===== src/rtl/core/qmt_pkg.sv =====
// Shared types and constants for the quaternion matrix transform block.
// No dependencies.
package qmt_pkg;

    localparam int ELEM_W = 32;
    localparam int NUM_TERMS = 9;

    typedef enum logic [1:0] {
        REQ_COL   = 2'd0,
        REQ_ROT   = 2'd1,
        REQ_TRANS = 2'd2,
        REQ_XFORM = 2'd3
    } req_t;

    typedef enum logic [2:0] {
        ST_IDLE,
        ST_NORM,
        ST_RPROD,
        ST_RDIV,
        ST_RSTORE,
        ST_RWRITE,
        ST_XFORM,
        ST_XOUT
    } state_t;

    typedef enum logic [1:0] {
        MUL_SQ,
        MUL_TERM,
        MUL_X
    } mul_sel_t;

    // controller -> datapath
    typedef struct packed {
        logic       cap;
        logic       load_col;
        logic       load_trans;
        logic [1:0] col;
        logic       mul_en;
        mul_sel_t   mul_sel;
        logic [1:0] idx_a;
        logic [1:0] idx_b;
        logic [3:0] mat_idx;
        logic       norm_acc;
        logic       div_init;
        logic       div_step;
        logic       term_store;
        logic [3:0] term_idx;
        logic       rot_write;
        logic       x_acc;
        logic       x_first;
        logic       x_last;
        logic [1:0] x_row;
        logic       out_load;
    } cmd_t;

    // datapath -> controller
    typedef struct packed {
        logic out_full;
    } sts_t;

    // term order: xx yy zz xy xz yz wx wy wz (x=0 y=1 z=2 w=3)
    function automatic logic [3:0] term_ops(input logic [3:0] t);
        logic [3:0] r;
        case (t)
            4'd0:    r = {2'd0, 2'd0};
            4'd1:    r = {2'd1, 2'd1};
            4'd2:    r = {2'd2, 2'd2};
            4'd3:    r = {2'd0, 2'd1};
            4'd4:    r = {2'd0, 2'd2};
            4'd5:    r = {2'd1, 2'd2};
            4'd6:    r = {2'd3, 2'd0};
            4'd7:    r = {2'd3, 2'd1};
            4'd8:    r = {2'd3, 2'd2};
            default: r = 4'd0;
        endcase
        return r;
    endfunction

endpackage


===== src/rtl/core/qmt_ctrl.sv =====
// Sequencer for the quaternion matrix transform block.
// Depends on qmt_pkg.
module qmt_ctrl import qmt_pkg::*; #(
    parameter int FRAC_BITS = 16
) (
    input  logic       clk,
    input  logic       rst_n,
    input  logic       req_valid,
    input  logic [1:0] req_kind,
    input  logic [1:0] req_col,
    output logic       req_ready,
    input  sts_t       sts,
    output cmd_t       cmd
);

    state_t     state_reg, state_next;
    logic [4:0] cnt_reg, cnt_next;
    logic [3:0] term_reg, term_next;
    logic       acc;
    logic [4:0] k;

    assign req_ready = (state_reg == ST_IDLE);
    assign acc = req_valid && req_ready;
    assign k = cnt_reg - 5'd1;

    always_ff @(posedge clk or negedge rst_n)
    begin
        if (!rst_n)
        begin
            state_reg <= ST_IDLE;
            cnt_reg   <= '0;
            term_reg  <= '0;
        end
        else
        begin
            state_reg <= state_next;
            cnt_reg   <= cnt_next;
            term_reg  <= term_next;
        end
    end

    always_comb
    begin
        state_next = state_reg;
        cnt_next   = cnt_reg + 5'd1;
        term_next  = term_reg;
        case (state_reg)
            ST_IDLE:
            begin
                cnt_next  = '0;
                term_next = '0;
                if (acc && req_kind == REQ_ROT)
                    state_next = ST_NORM;
                else if (acc && req_kind == REQ_XFORM)
                    state_next = ST_XFORM;
            end
            ST_NORM:
            begin
                if (cnt_reg == 5'd4)
                begin
                    state_next = ST_RPROD;
                    cnt_next   = '0;
                end
            end
            ST_RPROD:
            begin
                state_next = ST_RDIV;
                cnt_next   = '0;
            end
            ST_RDIV:
            begin
                if (cnt_reg == 5'(FRAC_BITS))
                    state_next = ST_RSTORE;
            end
            ST_RSTORE:
            begin
                cnt_next  = '0;
                term_next = term_reg + 4'd1;
                if (term_reg == 4'(NUM_TERMS - 1))
                    state_next = ST_RWRITE;
                else
                    state_next = ST_RPROD;
            end
            ST_RWRITE:
                state_next = ST_IDLE;
            ST_XFORM:
            begin
                if (cnt_reg == 5'd16)
                    state_next = ST_XOUT;
            end
            ST_XOUT:
            begin
                if (!sts.out_full)
                    state_next = ST_IDLE;
            end
            default:
                state_next = ST_IDLE;
        endcase
    end

    always_comb
    begin
        cmd = '0;
        cmd.mul_sel = MUL_SQ;
        cmd.col = req_col;
        case (state_reg)
            ST_IDLE:
            begin
                cmd.cap        = acc;
                cmd.load_col   = acc && req_kind == REQ_COL;
                cmd.load_trans = acc && req_kind == REQ_TRANS;
            end
            ST_NORM:
            begin
                cmd.mul_en   = (cnt_reg < 5'd4);
                cmd.idx_a    = cnt_reg[1:0];
                cmd.idx_b    = cnt_reg[1:0];
                cmd.norm_acc = (cnt_reg != 5'd0);
            end
            ST_RPROD:
            begin
                cmd.mul_en  = 1'b1;
                cmd.mul_sel = MUL_TERM;
                {cmd.idx_a, cmd.idx_b} = term_ops(term_reg);
            end
            ST_RDIV:
            begin
                cmd.div_init = (cnt_reg == 5'd0);
                cmd.div_step = (cnt_reg != 5'd0);
            end
            ST_RSTORE:
            begin
                cmd.term_store = 1'b1;
                cmd.term_idx   = term_reg;
            end
            ST_RWRITE:
                cmd.rot_write = 1'b1;
            ST_XFORM:
            begin
                // entry col*4+row with row = cnt[3:2], col = cnt[1:0]
                cmd.mul_en  = (cnt_reg < 5'd16);
                cmd.mul_sel = MUL_X;
                cmd.mat_idx = {cnt_reg[1:0], cnt_reg[3:2]};
                cmd.idx_b   = cnt_reg[1:0];
                cmd.x_acc   = (cnt_reg != 5'd0);
                cmd.x_first = (k[1:0] == 2'd0);
                cmd.x_last  = (k[1:0] == 2'd3);
                cmd.x_row   = k[3:2];
            end
            ST_XOUT:
                cmd.out_load = !sts.out_full;
            default:
                cmd = '0;
        endcase
    end

endmodule


===== config.mk =====
export PLATFORM = sky130hd
export DESIGN_NAME = qmt_ctrl
export DESIGN_NICKNAME = d
export VERILOG_FILES = /design/src/rtl/core/qmt_pkg.sv /design/src/rtl/core/qmt_ctrl.sv
export SDC_FILE = /design/constraint.sdc
export NUM_CORES = 1
export LEC_CHECK = 0
export ABC_AREA = 0
export BUFFER_PORTS_ARGS = -buffer_cell sky130_fd_sc_hd__buf_4
export CAP_MARGIN = 20
export CELL_PAD_IN_SITES_DETAIL_PLACEMENT = 0
export CELL_PAD_IN_SITES_GLOBAL_PLACEMENT = 2
export CORE_MARGIN = 3
export CORE_UTILIZATION = 25
export CTS_CLUSTER_DIAMETER = 100
export DETAILED_ROUTE_END_ITERATION = 7
export GPL_TIMING_DRIVEN = 0
export PLACE_DENSITY_LB_ADDON = 0.1
export REMOVE_ABC_BUFFERS = 1
export SKIP_LAST_GASP = 1
export SLEW_MARGIN = 25
export SYNTH_ARGS = -nofsm -noshare
export SYNTH_HDL_FRONTEND = slang
export SYNTH_SLANG_ARGS = --single-unit

===== constraint.sdc =====
create_clock -name clk -period 1.7 [get_ports clk]
set_input_delay 0.51 -clock clk [delete_from_list [all_inputs] [get_ports clk]]
set_output_delay 0.51 -clock clk [all_outputs]
set_load 0.02 [all_outputs]

-- After elaboration in Yosys (flattened, before gate mapping)
Memory sizes are Yosys's and may differ from the RTL's.
Index checks and enable logic that the tools add are counted.
- output and inout bits: 32
- input port bits: 8
- bits in read-only memories: 64
- logic and storage cells: 66
- register bits after elaboration: 12
- memories kept: 1
- memories (name ; depth ; bits a word ; read ports ; clocked after memory_dff ; wr ports ; RTL line ; source):
    (no name shown) ; 16 ; 4 ; 1 ; 0 ; 0 ; qmt_pkg.sv:64 ; case (t)
- add/sub/neg operators: 3
- reductions and logical operators: 15
- mux-type cells: 23
- equal/unequal tests: 19
- order comparisons: 2
- operator list (cell ; count):
    two-way mux 3 bit ; 8
    one-hot mux 3 bit (8 select lines) ; 1
    two-way mux 5 bit ; 3
    == test 3 bit (second input constant) ; 4
    one-hot mux 2 bit (2 select lines) ; 3
    one-hot mux 5 bit (2 select lines) ; 1
    != test 2 bit (second input constant) ; 4
    one-hot mux 4 bit (2 select lines) ; 1
    == test 2 bit (second input constant) ; 3
    == test 3 x 2 -> 1 bit (second input constant) ; 2
    adder 5 x 1 -> 5 bit (second input constant) ; 1
    == test 5 x 3 -> 1 bit (second input constant) ; 1
    == test 5 bit (second input constant) ; 1
    logical AND 1 bit ; 5
    zero test 5 bit ; 1
    less-than comparator 5 x 3 -> 1 bit (second input constant) ; 1
    less-than comparator 5 bit (second input constant) ; 1
    AND reduction 5 bit ; 1
    nonzero test 5 bit ; 1
    adder 4 x 1 -> 4 bit (second input constant) ; 1
    == test 4 bit (second input constant) ; 1
    zero test 2 bit ; 2
    two-way mux 4 bit ; 1
    subtractor 4 x 1 -> 4 bit (second input constant) ; 1
    other kinds (11) ; 13

-- Longest topological paths before layout
Gate-level depths: netlist (run 1).
- depth in word-level cells: 6
- gate-level depth with buffers: 6
- gate-level depth less buffers: 6

-- Least setup slack after synthesis (run 1)
OpenSTA, ideal clock, no wires.
- path kind: register -> output
- start: reg state_reg[2]
- end: out cmd[28] (netlist name)
- data arrival time: 1.859 ns
- path buffers: 1
- path slack: -0.669 ns
- stages on the path, launching flop included: 5
- cells stage by stage: dfrtp_1 buf_2 nor3_1 nand2_1 nor3b_1
- RTL lines (what ; RTL line ; source):
    from (decl) ; qmt_ctrl.sv:16 ; state_t state_reg, state_next;
    from (signal assigned) ; qmt_ctrl.sv:36 ; state_reg <= state_next;
    to (decl) ; qmt_ctrl.sv:13 ; output cmd_t cmd

==> results.cfg, run 1 <==
[clocking]
cts_buffer_depth = 2
cts_root_buf = clkbuf_8
insertion_delay_ps = 240
clkTransAtPathRegs_ps = 50
htree_levels = 1
clkSinkCount = 12
cts_tree = yes
cts_buffers = 3

[sta]
maxSlewViolCount = 0
final.period_utilization_pct = 120
skew_ps = 1.31
slew_headroom_pct = 77.8
setup-violations-final = 37
hold-worst-slack_ps = 103
fin_ws_ps = -345
min_period_ps = 2040
worstMarginPinSlew_ps = 333
rsz0062_at_grt = true
hold_violations = 0
timing.fmax_ghz = 0.489

[synth]
synth_area_per_cell_um2 = 8.00
syn_inst = 145
ys_warn_count = 0
ys_seq_area_share_pct = 25.9
ys_ff_latch = 12
synth_flop_cell = dfrtp_1
postSynth.asyncResetShare_pct = 100
synth_area_leaders = dfrtp_1 26%, ha_1 7.6%, nor2_1 4.9%
yosysTopAreaCell = dfrtp_1
netlist_area_um2 = 1160
synth.distinct_cells = 50
netlist.area_leader.share_pct = 25.9
synth-edff-count = 0

[floorplanning]
fp.dieW_um = 74.1
die_h_um = 74.1
die-area_um2 = 5490
row_count = 24
initial_core_util_pct = 26.3
core_um2 = 4410
io-pin-count = 40

[global_route]
grt_pass1_wl_um = 6940
grt_overflow = 0
grt_max_degree = 13
grt_usage_pct = 16.4
antenna_found_initial = 0
grt_pass1_vias = 1435

[layout]
stdcell_area_um2 = 2360
most-common-layout-cells = 60 x buf_4, 33 x buf_6, 8 x nor2_1, 8 x dfrtp_2
fillers = 407
finalNetCount = 248
regArea_um2 = 314
area_delta_synth_final_pct = 104
n_antenna_cell = 0
final_common_cell = buf_4
multi_input_area_um2 = 1050
largest_reg_flops = 5
fin_util_pct = 53.5
drive_gt1_share_pct = 72.3

[critical_path]
crit_family = flip-flops
max_stage_delay_ps = 480
slowest_stage = dfrtp_2
path_buf_inv = 1
startpoint_type = flop
path_class = reg -> out
worstPathRequired_ps = 1190
cp-end-kind = output port
worstPathArrival_ps = 1530
crit_fanout = 7
path_cells = nor3b_2, a21boi_4, a22o_1, buf_4

[pwr]
peakVddDrop_mv = 0.793
p_per_area_nw_per_um2 = 1850
leakagePower_nw = 1.08

[route]
ant_nets = 0
drt_iter0_markers = 71
first_pass_iters = 4
drc = 0
wire_per_inst_um = 15.8
avgViaCountPerCell = 5.06
vias = 1433
drt-total-wl_um = 4480

[placement]
hpwl_um = 2490
finalWeightedCongestion = 0.717
placed_area_um2 = 1430
io_buffers = 35

[status]
status = finished, violations left
violations = negative setup slack

[min_path]
hold_class = in -> async

[job]
max_cap_viol_count = 0
[cells in the mapped netlist (2+ instances only)]
library cell  instances
nor2_1               15
dfrtp_1              12
nand2_1               9
a21oi_1               7
ha_1                  7
inv_1                 7
nand3_1               7
nor3_1                7
o21ai_0               7
and3_1                6
buf_2                 4
clkbuf_1              4
a21boi_0              3
nand2b_1              3
nor2b_1               3
nor3b_1               3
xnor2_1               3
and2_1                2
buf_4                 2
o22ai_1               2
o2bb2ai_1             2
xor2_1                2
[power by group]
part           total [mW]  internal (mW)  switching, mW
sequential          0.579          0.396          0.183
clock               0.262          0.156          0.106
combinational        3.54           1.87           1.68
[layout make-up]
type	instances	share of cell area, %
repair buffers	94	35.6
multi-input cells	113	44.6
well taps	52	2.75
flip-flops and latches	12	13.3
inverters	9	1.96
clock buffers	3	1.75
[worst paths after layout]
check                                           end  cells past startpoint                     start  slack, ps
min                            cnt_reg[3]$_DFF_PN0_                      1                     rst_n        100
min reg2reg                 term_reg[2]$_DFFE_PN0P_                      1   term_reg[2]$_DFFE_PN0P_        680
max                                         cmd[21]                      4  state_reg[0]$_DFFE_PN0P_       -340
max in group asynchronous  state_reg[1]$_DFFE_PN0P_                      1                     rst_n       1410
max reg2reg                state_reg[2]$_DFFE_PN0P_                      5  state_reg[0]$_DFFE_PN0P_       -170
min in group clk           state_reg[1]$_DFFE_PN0P_                      5                       sts        670
[routing by layer]
| metal | vias up | GRT usage, % | part of all wire, % |
|---|---|---|---|
| li1 | 688 | - | - |
| met1 | 689 | 19.7 | 44 |
| met2 | 50 | 29.8 | 50 |
| met3 | 6 | 3.78 | 5.3 |
| met4 | 0 | 3.22 | 1.2 |
| met5 | - | 0 | 0 |
[through the flow]
step | cells | setup WS (ps) | TNS (ps) | power, mW
after CTS | 266 | -324 | -7540 | 3.84
final | 283 | -345 | -6930 | 4.38
after global routing | 283 | -384 | -8810 | 4.65
after floorplan | 134 | -701 | -6630 | 1.69
after detailed placement | 221 | -764 | -13550 | 2.28
after global placement | 221 | -781 | -13600 | 2.28
[cell families (layout without fill, tap and decap cells)]
| family | count (synthesis) | count (layout) | synth area share [%] |
|---|---|---|---|
| compound gates | 35 | 35 | 21.3 |
| xor+xnor | 5 | 5 | 3.78 |
| fa+ha+maj | 7 | 7 | 7.55 |
| buf+inv | 20 | 106 | 8.20 |
| flops | 12 | 12 | 25.9 |
| mux | 3 | 3 | 2.80 |
| simple gates | 63 | 63 | 30.5 |
[repair_timing]
action                                  CTS  global route
endpoints found under the setup margin   41            38
pin swaps                                25            22
buffers inserted                         43            18
resized for setup                        93            30
hold buffers                              0             0
Power figures use the tool's default switching activity.
==> run 2: changes to the inputs <==
--- a/config.mk
+++ b/config.mk
@@ -13,9 +13,10 @@
 export CORE_MARGIN = 3
 export CORE_UTILIZATION = 25
 export CTS_CLUSTER_DIAMETER = 100
+export CTS_CLUSTER_SIZE = 25
 export DETAILED_ROUTE_END_ITERATION = 7
 export GPL_TIMING_DRIVEN = 0
-export PLACE_DENSITY_LB_ADDON = 0.1
+export PLACE_DENSITY = 0.74
 export REMOVE_ABC_BUFFERS = 1
 export SKIP_LAST_GASP = 1
 export SLEW_MARGIN = 25
==> results.cfg, run 2 (synthesis gave the netlist of run 1 again) <==
[layout]
drive_gt1_share_pct = 70.2
largest_reg_flops = 5
n_antenna_cell = 0
finalNetCount = 241
most-common-layout-cells = 49 x buf_4, 38 x buf_6, 9 x dfrtp_2
final_common_cell = buf_4
area_delta_synth_final_pct = 101

[clocking]
clkSinkCount = 12
cts_buffer_depth = 2
cts_root_buf = clkbuf_8
cts_tree = yes
clkTransAtPathRegs_ps = 60
htree_levels = 1
insertion_delay_ps = 240
cts_buffers = 3

[sta]
hold-worst-slack_ps = 103
skew_ps = 1.37
slew_headroom_pct = 76.0
worstMarginPinSlew_ps = 359
rsz0062_at_grt = true
maxSlewViolCount = 0
fin_ws_ps = -400
min_period_ps = 2100
finalSetupTns_ps = -8930
hold_violations = 0
timing.fmax_ghz = 0.476
setup-violations-final = 33
final.period_utilization_pct = 124

[critical_path]
cp-end-kind = output port
path_class = reg -> out
crit_fanout = 5
worstPathArrival_ps = 1590
rrSetupSlack_ps = -260
startpoint_type = flop
worstPathRequired_ps = 1190

[floorplanning]
die_h_um = 74.1
die-area_um2 = 5490
io-pin-count = 40
row_count = 24
fp.dieW_um = 74.1
core_um2 = 4410
initial_core_util_pct = 26.3

[status]
status = finished, violations left
violations = negative setup slack

[placement]
dp_slack_ps = -717
hpwl_um = 2530
io_buffers = 35
finalWeightedCongestion = 0.773

[pwr]
power_switching_share_pct = 44.7
intPower_mw = 2.46
clockPowerShare_pct = 7.2
p_per_area_nw_per_um2 = 1910
p_switching_mw = 1.99
combPwrFrac_pct = 79.4
peakVddDrop_mv = 1.10
pwr-share-seq_pct = 13.4
leakagePower_nw = 1.05

[route]
drc = 0
drt-total-wl_um = 4580
wire_per_inst_um = 16.5
vias = 1399
ant_nets = 0
drt_iter0_markers = 53
avgViaCountPerCell = 5.05
first_pass_iters = 5

[job]
max_cap_viol_count = 0

[global_route]
grt_pass1_wl_um = 6210
grt_pass1_vias = 1286
antenna_found_initial = 0
grt_max_degree = 14
grt_overflow = 0
grt_usage_pct = 14.7

[min_path]
hold_class = in -> async
run 2: cell count changes in the layout (fill, tap and decap cells not counted), moves of 2 or more:
cell / delta
a21oi_1: +2
a21oi_2: -2
buf_4: -11
buf_6: +5
dfrtp_1: -2
ha_2: -3
ha_4: +2
nor2_2: +3
nor2_4: -2
run 2: layer usage:
metal | global-route usage [%] | vias up | share of wire (%)
met2 | 26.0 | 37 | 53
met1 | 19.2 | 686 | 42
li1 | - | 670 | -
met3 | 1.35 | 6 | 4.5
met5 | 0 | - | 0
met4 | 3.62 | 0 | 0.81
run 2: critical path, stage by stage (launching register included):
cell and delay, ps:
dfrtp_2 420, inv_4 70, ha_1 180, nor2b_1 130
a211o_1 270, o2bb2ai_2 140, buf_6 130
run 2: timing repair:
| action | 4_1_cts | 5_1_grt |
|---|---|---|
| buffers inserted | 29 | 24 |
| resized for setup | 49 | 80 |
| pin swaps | 10 | 25 |
| hold buffers | 0 | 0 |
| setup endpoints to repair | 40 | 38 |
run 2: power groups by stage:
stage	logic, mW	clock network, mW	registers [mW]
global placement	1.61	0	0.653
CTS	2.52	0.329	0.584
detailed placement	1.63	0	0.657
floorplan	1.12	0	0.572
global route	3.76	0.343	0.607
finish	3.53	0.322	0.596
run 2: cell type report:
| class | count | area, um^2 |
|---|---|---|
| Clock buffer | 4 | 55.1 |
| Fill cell | 378 | 2080 |
| Inverter | 9 | 51.3 |
| Tap cell | 52 | 65.1 |
| Timing Repair Buffer | 87 | 796 |
| Sequential cell | 12 | 319 |
| Multi-Input combinational cell | 113 | 1050 |
run 2: path summary, 6_finish.rpt:
kind                                                from                        to  cells past startpoint
worst max-delay path             term_reg[0]$_DFFE_PN0P_                   cmd[20]                      6
min in group clk                 term_reg[2]$_DFFE_PN0P_   term_reg[2]$_DFFE_PN0P_                      1
max in group asynchronous                          rst_n  state_reg[1]$_DFFE_PN0P_                      1
worst min-delay path                               rst_n  state_reg[2]$_DFFE_PN0P_                      1
worst min register to register   term_reg[2]$_DFFE_PN0P_   term_reg[2]$_DFFE_PN0P_                      1
worst max register to register  state_reg[1]$_DFFE_PN0P_  state_reg[2]$_DFFE_PN0P_                      5
run 2: through the flow:
| step | util, % | cell area [um^2] | instances | total power, mW |
|---|---|---|---|---|
| after floorplan | - | 1100 | 134 | 1.69 |
| after global placement | 32.3 | 1430 | 221 | 2.27 |
| after detailed placement | 32.3 | 1430 | 221 | 2.28 |
| after CTS | 41.8 | 1840 | 254 | 3.43 |
| after global routing | 52.8 | 2330 | 277 | 4.71 |
| final | 52.8 | 2330 | 277 | 4.45 |
==> run 3: changes to the inputs <==
--- a/config.mk
+++ b/config.mk
@@ -8,10 +8,8 @@
 export ABC_AREA = 0
 export BUFFER_PORTS_ARGS = -buffer_cell sky130_fd_sc_hd__buf_4
 export CAP_MARGIN = 20
-export CELL_PAD_IN_SITES_DETAIL_PLACEMENT = 0
-export CELL_PAD_IN_SITES_GLOBAL_PLACEMENT = 2
 export CORE_MARGIN = 3
-export CORE_UTILIZATION = 25
+export CORE_UTILIZATION = 45
 export CTS_CLUSTER_DIAMETER = 100
 export CTS_CLUSTER_SIZE = 25
 export DETAILED_ROUTE_END_ITERATION = 7
==> results.cfg, run 3 <==
[synth]
netlist.area_leader.share_pct = 25.9
netlist_area_um2 = 1160
synth.distinct_cells = 50
synth_area_leaders = dfrtp_1 26%, ha_1 7.6%, nor2_1 4.9%
synthTopCellsByCount = 15 x nor2_1, 12 x dfrtp_1, 9 x nand2_1
synth_area_per_cell_um2 = 8.00
synth_flop_cell = dfrtp_1
yosysTopAreaCell = dfrtp_1
syn_inst = 145
ys_ff_latch = 12
synth-edff-count = 0
ys_warn_count = 0
ys_seq_area_share_pct = 25.9
synth_most_common_cell = nor2_1
postSynth.asyncResetShare_pct = 100

[clocking]
cts_root_buf = clkbuf_4
htree_levels = 1
cts_hold_buffers = 0
clkSinkCount = 12
cts_buffers = 3
cts_buffer_depth = 2

[status]
firstError = [ERROR DPL-0038] Utilization greater than 100%, impossible to legalize
status = aborted with a tool error
flow.stopped_at = 5_1_grt

[placement]
finalWeightedCongestion = 0.804
placed_area_um2 = 1400
dp_slack_ps = -690
io_buffers = 35
hpwl_um = 2170

[sta]
worst_endpoint = cmd[19]
endpoint_type = top-level output

[global_route]
grt_max_degree = 13

[floorplanning]
initial_core_util_pct = 50.0
die_h_um = 56.8
row_count = 17
fp.dieW_um = 56.8
io-pin-count = 40
[run 3: cell counts after synthesis]
Identical to the previous run, type by type.
[run 3: cells by family after synthesis]
kind of cell	synth area share (%)
mux	2.80
simple gates	30.5
buf+inv	8.20
fa+ha+maj	7.55
flops	25.9
compound gates	21.3
xor+xnor	3.78
[run 3: per-stage QoR]
step	hold WS, ps	cells
3_5_place_dp	366	197
2_1_floorplan	214	134
3_3_place_gp	363	197
4_1_cts	52.2	247
[run 3: what timing repair did]
action / 4_1_cts
endpoints found under the setup margin: 39
setup buffers: 46
pin swaps: 19
resized for setup: 91
==> run 4: changes to the inputs <==
--- a/config.mk
+++ b/config.mk
@@ -9,12 +9,10 @@
 export BUFFER_PORTS_ARGS = -buffer_cell sky130_fd_sc_hd__buf_4
 export CAP_MARGIN = 20
 export CORE_MARGIN = 3
-export CORE_UTILIZATION = 45
-export CTS_CLUSTER_DIAMETER = 100
-export CTS_CLUSTER_SIZE = 25
+export CORE_UTILIZATION = 32
 export DETAILED_ROUTE_END_ITERATION = 7
 export GPL_TIMING_DRIVEN = 0
-export PLACE_DENSITY = 0.74
+export PLACE_DENSITY_LB_ADDON = 0.15
 export REMOVE_ABC_BUFFERS = 1
 export SKIP_LAST_GASP = 1
 export SLEW_MARGIN = 25
==> constraint.sdc (replaced) <==
create_clock -name clk -period 2.2 [get_ports clk]
set_input_delay 0.66 -clock clk [delete_from_list [all_inputs] [get_ports clk]]
set_output_delay 0.66 -clock clk [all_outputs]
set_load 0.02 [all_outputs]
==> results.cfg, run 4 (synthesis gave the netlist of run 1 again) <==
[sta]
worstMarginPinSlew_ps = 650
hold_violations = 0
setup-violations-final = 5
hold-worst-slack_ps = 209
finalSetupTns_ps = -279
fin_ws_ps = -100
slew_headroom_pct = 56.3
timing.fmax_ghz = 0.435
final.period_utilization_pct = 105
rsz0062_at_grt = true
min_period_ps = 2300
skew_ps = 6.96
maxSlewViolCount = 0

[critical_path]
startpoint = term_reg[0]$_DFFE_PN0P_
crit_fanout = 3
worstPathRequired_ps = 1540
rrSetupSlack_ps = 90
timing.rr.end = cnt_reg[2]$_DFF_PN0_
startpoint_type = flop
cp-end-kind = output port
r2r-start = state_reg[1]$_DFFE_PN0P_
path_class = reg -> out
ff2ff_path_depth = 6
worstPathArrival_ps = 1640

[layout]
most-common-layout-cells = 56 x buf_4, 13 x nor2_1, 9 x dfrtp_2
area_delta_synth_final_pct = 65.9
n_antenna_cell = 0
post_layout_nonfiller_instances = 249
largest_reg_flops = 5
final_common_cell = buf_4
finalNetCount = 219
drive_gt1_share_pct = 60.6

[global_route]
grt_use_met1_pct = 23.9
busiest_layer = met2
grt_usage_pct = 17.2
grt_max_degree = 13
grt_overflow = 0
antenna_found_initial = 0
use_met2_pct = 26.5
grt_pass1_vias = 1194
use_met3_pct = 2.72
grt_pass1_wl_um = 5820

[floorplanning]
initial_core_util_pct = 34.0
fp.dieW_um = 66.2
core_um2 = 3420
row_count = 21
die_h_um = 66.2
io-pin-count = 40
die-area_um2 = 4380

[clocking]
cts_buffer_depth = 2
cts_root_buf = clkbuf_4
clkTransAtPathRegs_ps = 90
cts_tree = yes
insertion_delay_ps = 280
clkSinkCount = 12
cts_buffers = 3
htree_levels = 1

[pwr]
leakagePower_nw = 0.901
peakVddDrop_mv = 0.615
p_per_area_nw_per_um2 = 1410

[route]
drt-total-wl_um = 3920
vias = 1306
drc = 0
ant_nets = 0
wire_per_inst_um = 15.7
avgViaCountPerCell = 5.24
drt_iter0_markers = 65
first_pass_iters = 4

[placement]
finalWeightedCongestion = 0.763
hpwl_um = 2300
dp_slack_ps = -350
io_buffers = 35
dpl.cell_count = 215

[job]
max_cap_viol_count = 0

[status]
violations = negative setup slack
status = finished, violations left

[min_path]
hold_class = in -> async
run 4: stage by stage:
step | util [%] | power [mW] | area, um^2
global route | 56.3 | 2.89 | 1920
finish | 56.3 | 2.72 | 1920
floorplan | - | 1.31 | 1100
detailed placement | 41.5 | 1.74 | 1420
CTS | 50.2 | 2.40 | 1710
global placement | 41.5 | 1.73 | 1420
run 4: cell type report:
| type | instances | area [um^2] |
|---|---|---|
| Clock buffer | 4 | 36.3 |
| Fill cell | 319 | 1490 |
| Inverter | 9 | 38.8 |
| Multi-Input combinational cell | 113 | 950 |
| Sequential cell | 12 | 312 |
| Tap cell | 46 | 57.6 |
| Timing Repair Buffer | 65 | 531 |
run 4: worst max-delay path by stage:
| stage | endpoint |
|---|---|
| 2_1_floorplan | cmd[28] |
| 3_3_place_gp | cmd[20] |
| 3_5_place_dp | cmd[20] |
| 4_1_cts | cmd[20] |
| 5_1_grt | cmd[20] |
| 6_report | cmd[20] |
run 4: where the power goes:
group	internal [mW]	switching, mW
combinational	1.02	1.07
sequential	0.301	0.140
clock	0.101	0.0860
run 4: critical path, stage by stage (launching register included):
cell and delay [ps]:
dfrtp_1 420, inv_2 70, ha_2 180, nor2b_4 120
a211o_1 300, o2bb2ai_2 140, buf_6 130
run 4: what timing repair did:
action | in CTS | in global routing
gates cloned | 0 | 0
buffers inserted | 19 | 11
setup endpoints to repair | 28 | 12
hold buffers | 0 | 0
pin swaps | 8 | 13
resized for setup | 34 | 34
run 4: layer usage:
| layer | part of all wire, % | wire [um] |
|---|---|---|
| met5 | 0 | 0 |
| met4 | 1.1 | 42 |
| met3 | 6.6 | 258 |
| met2 | 49 | 1910 |
| met1 | 44 | 1710 |
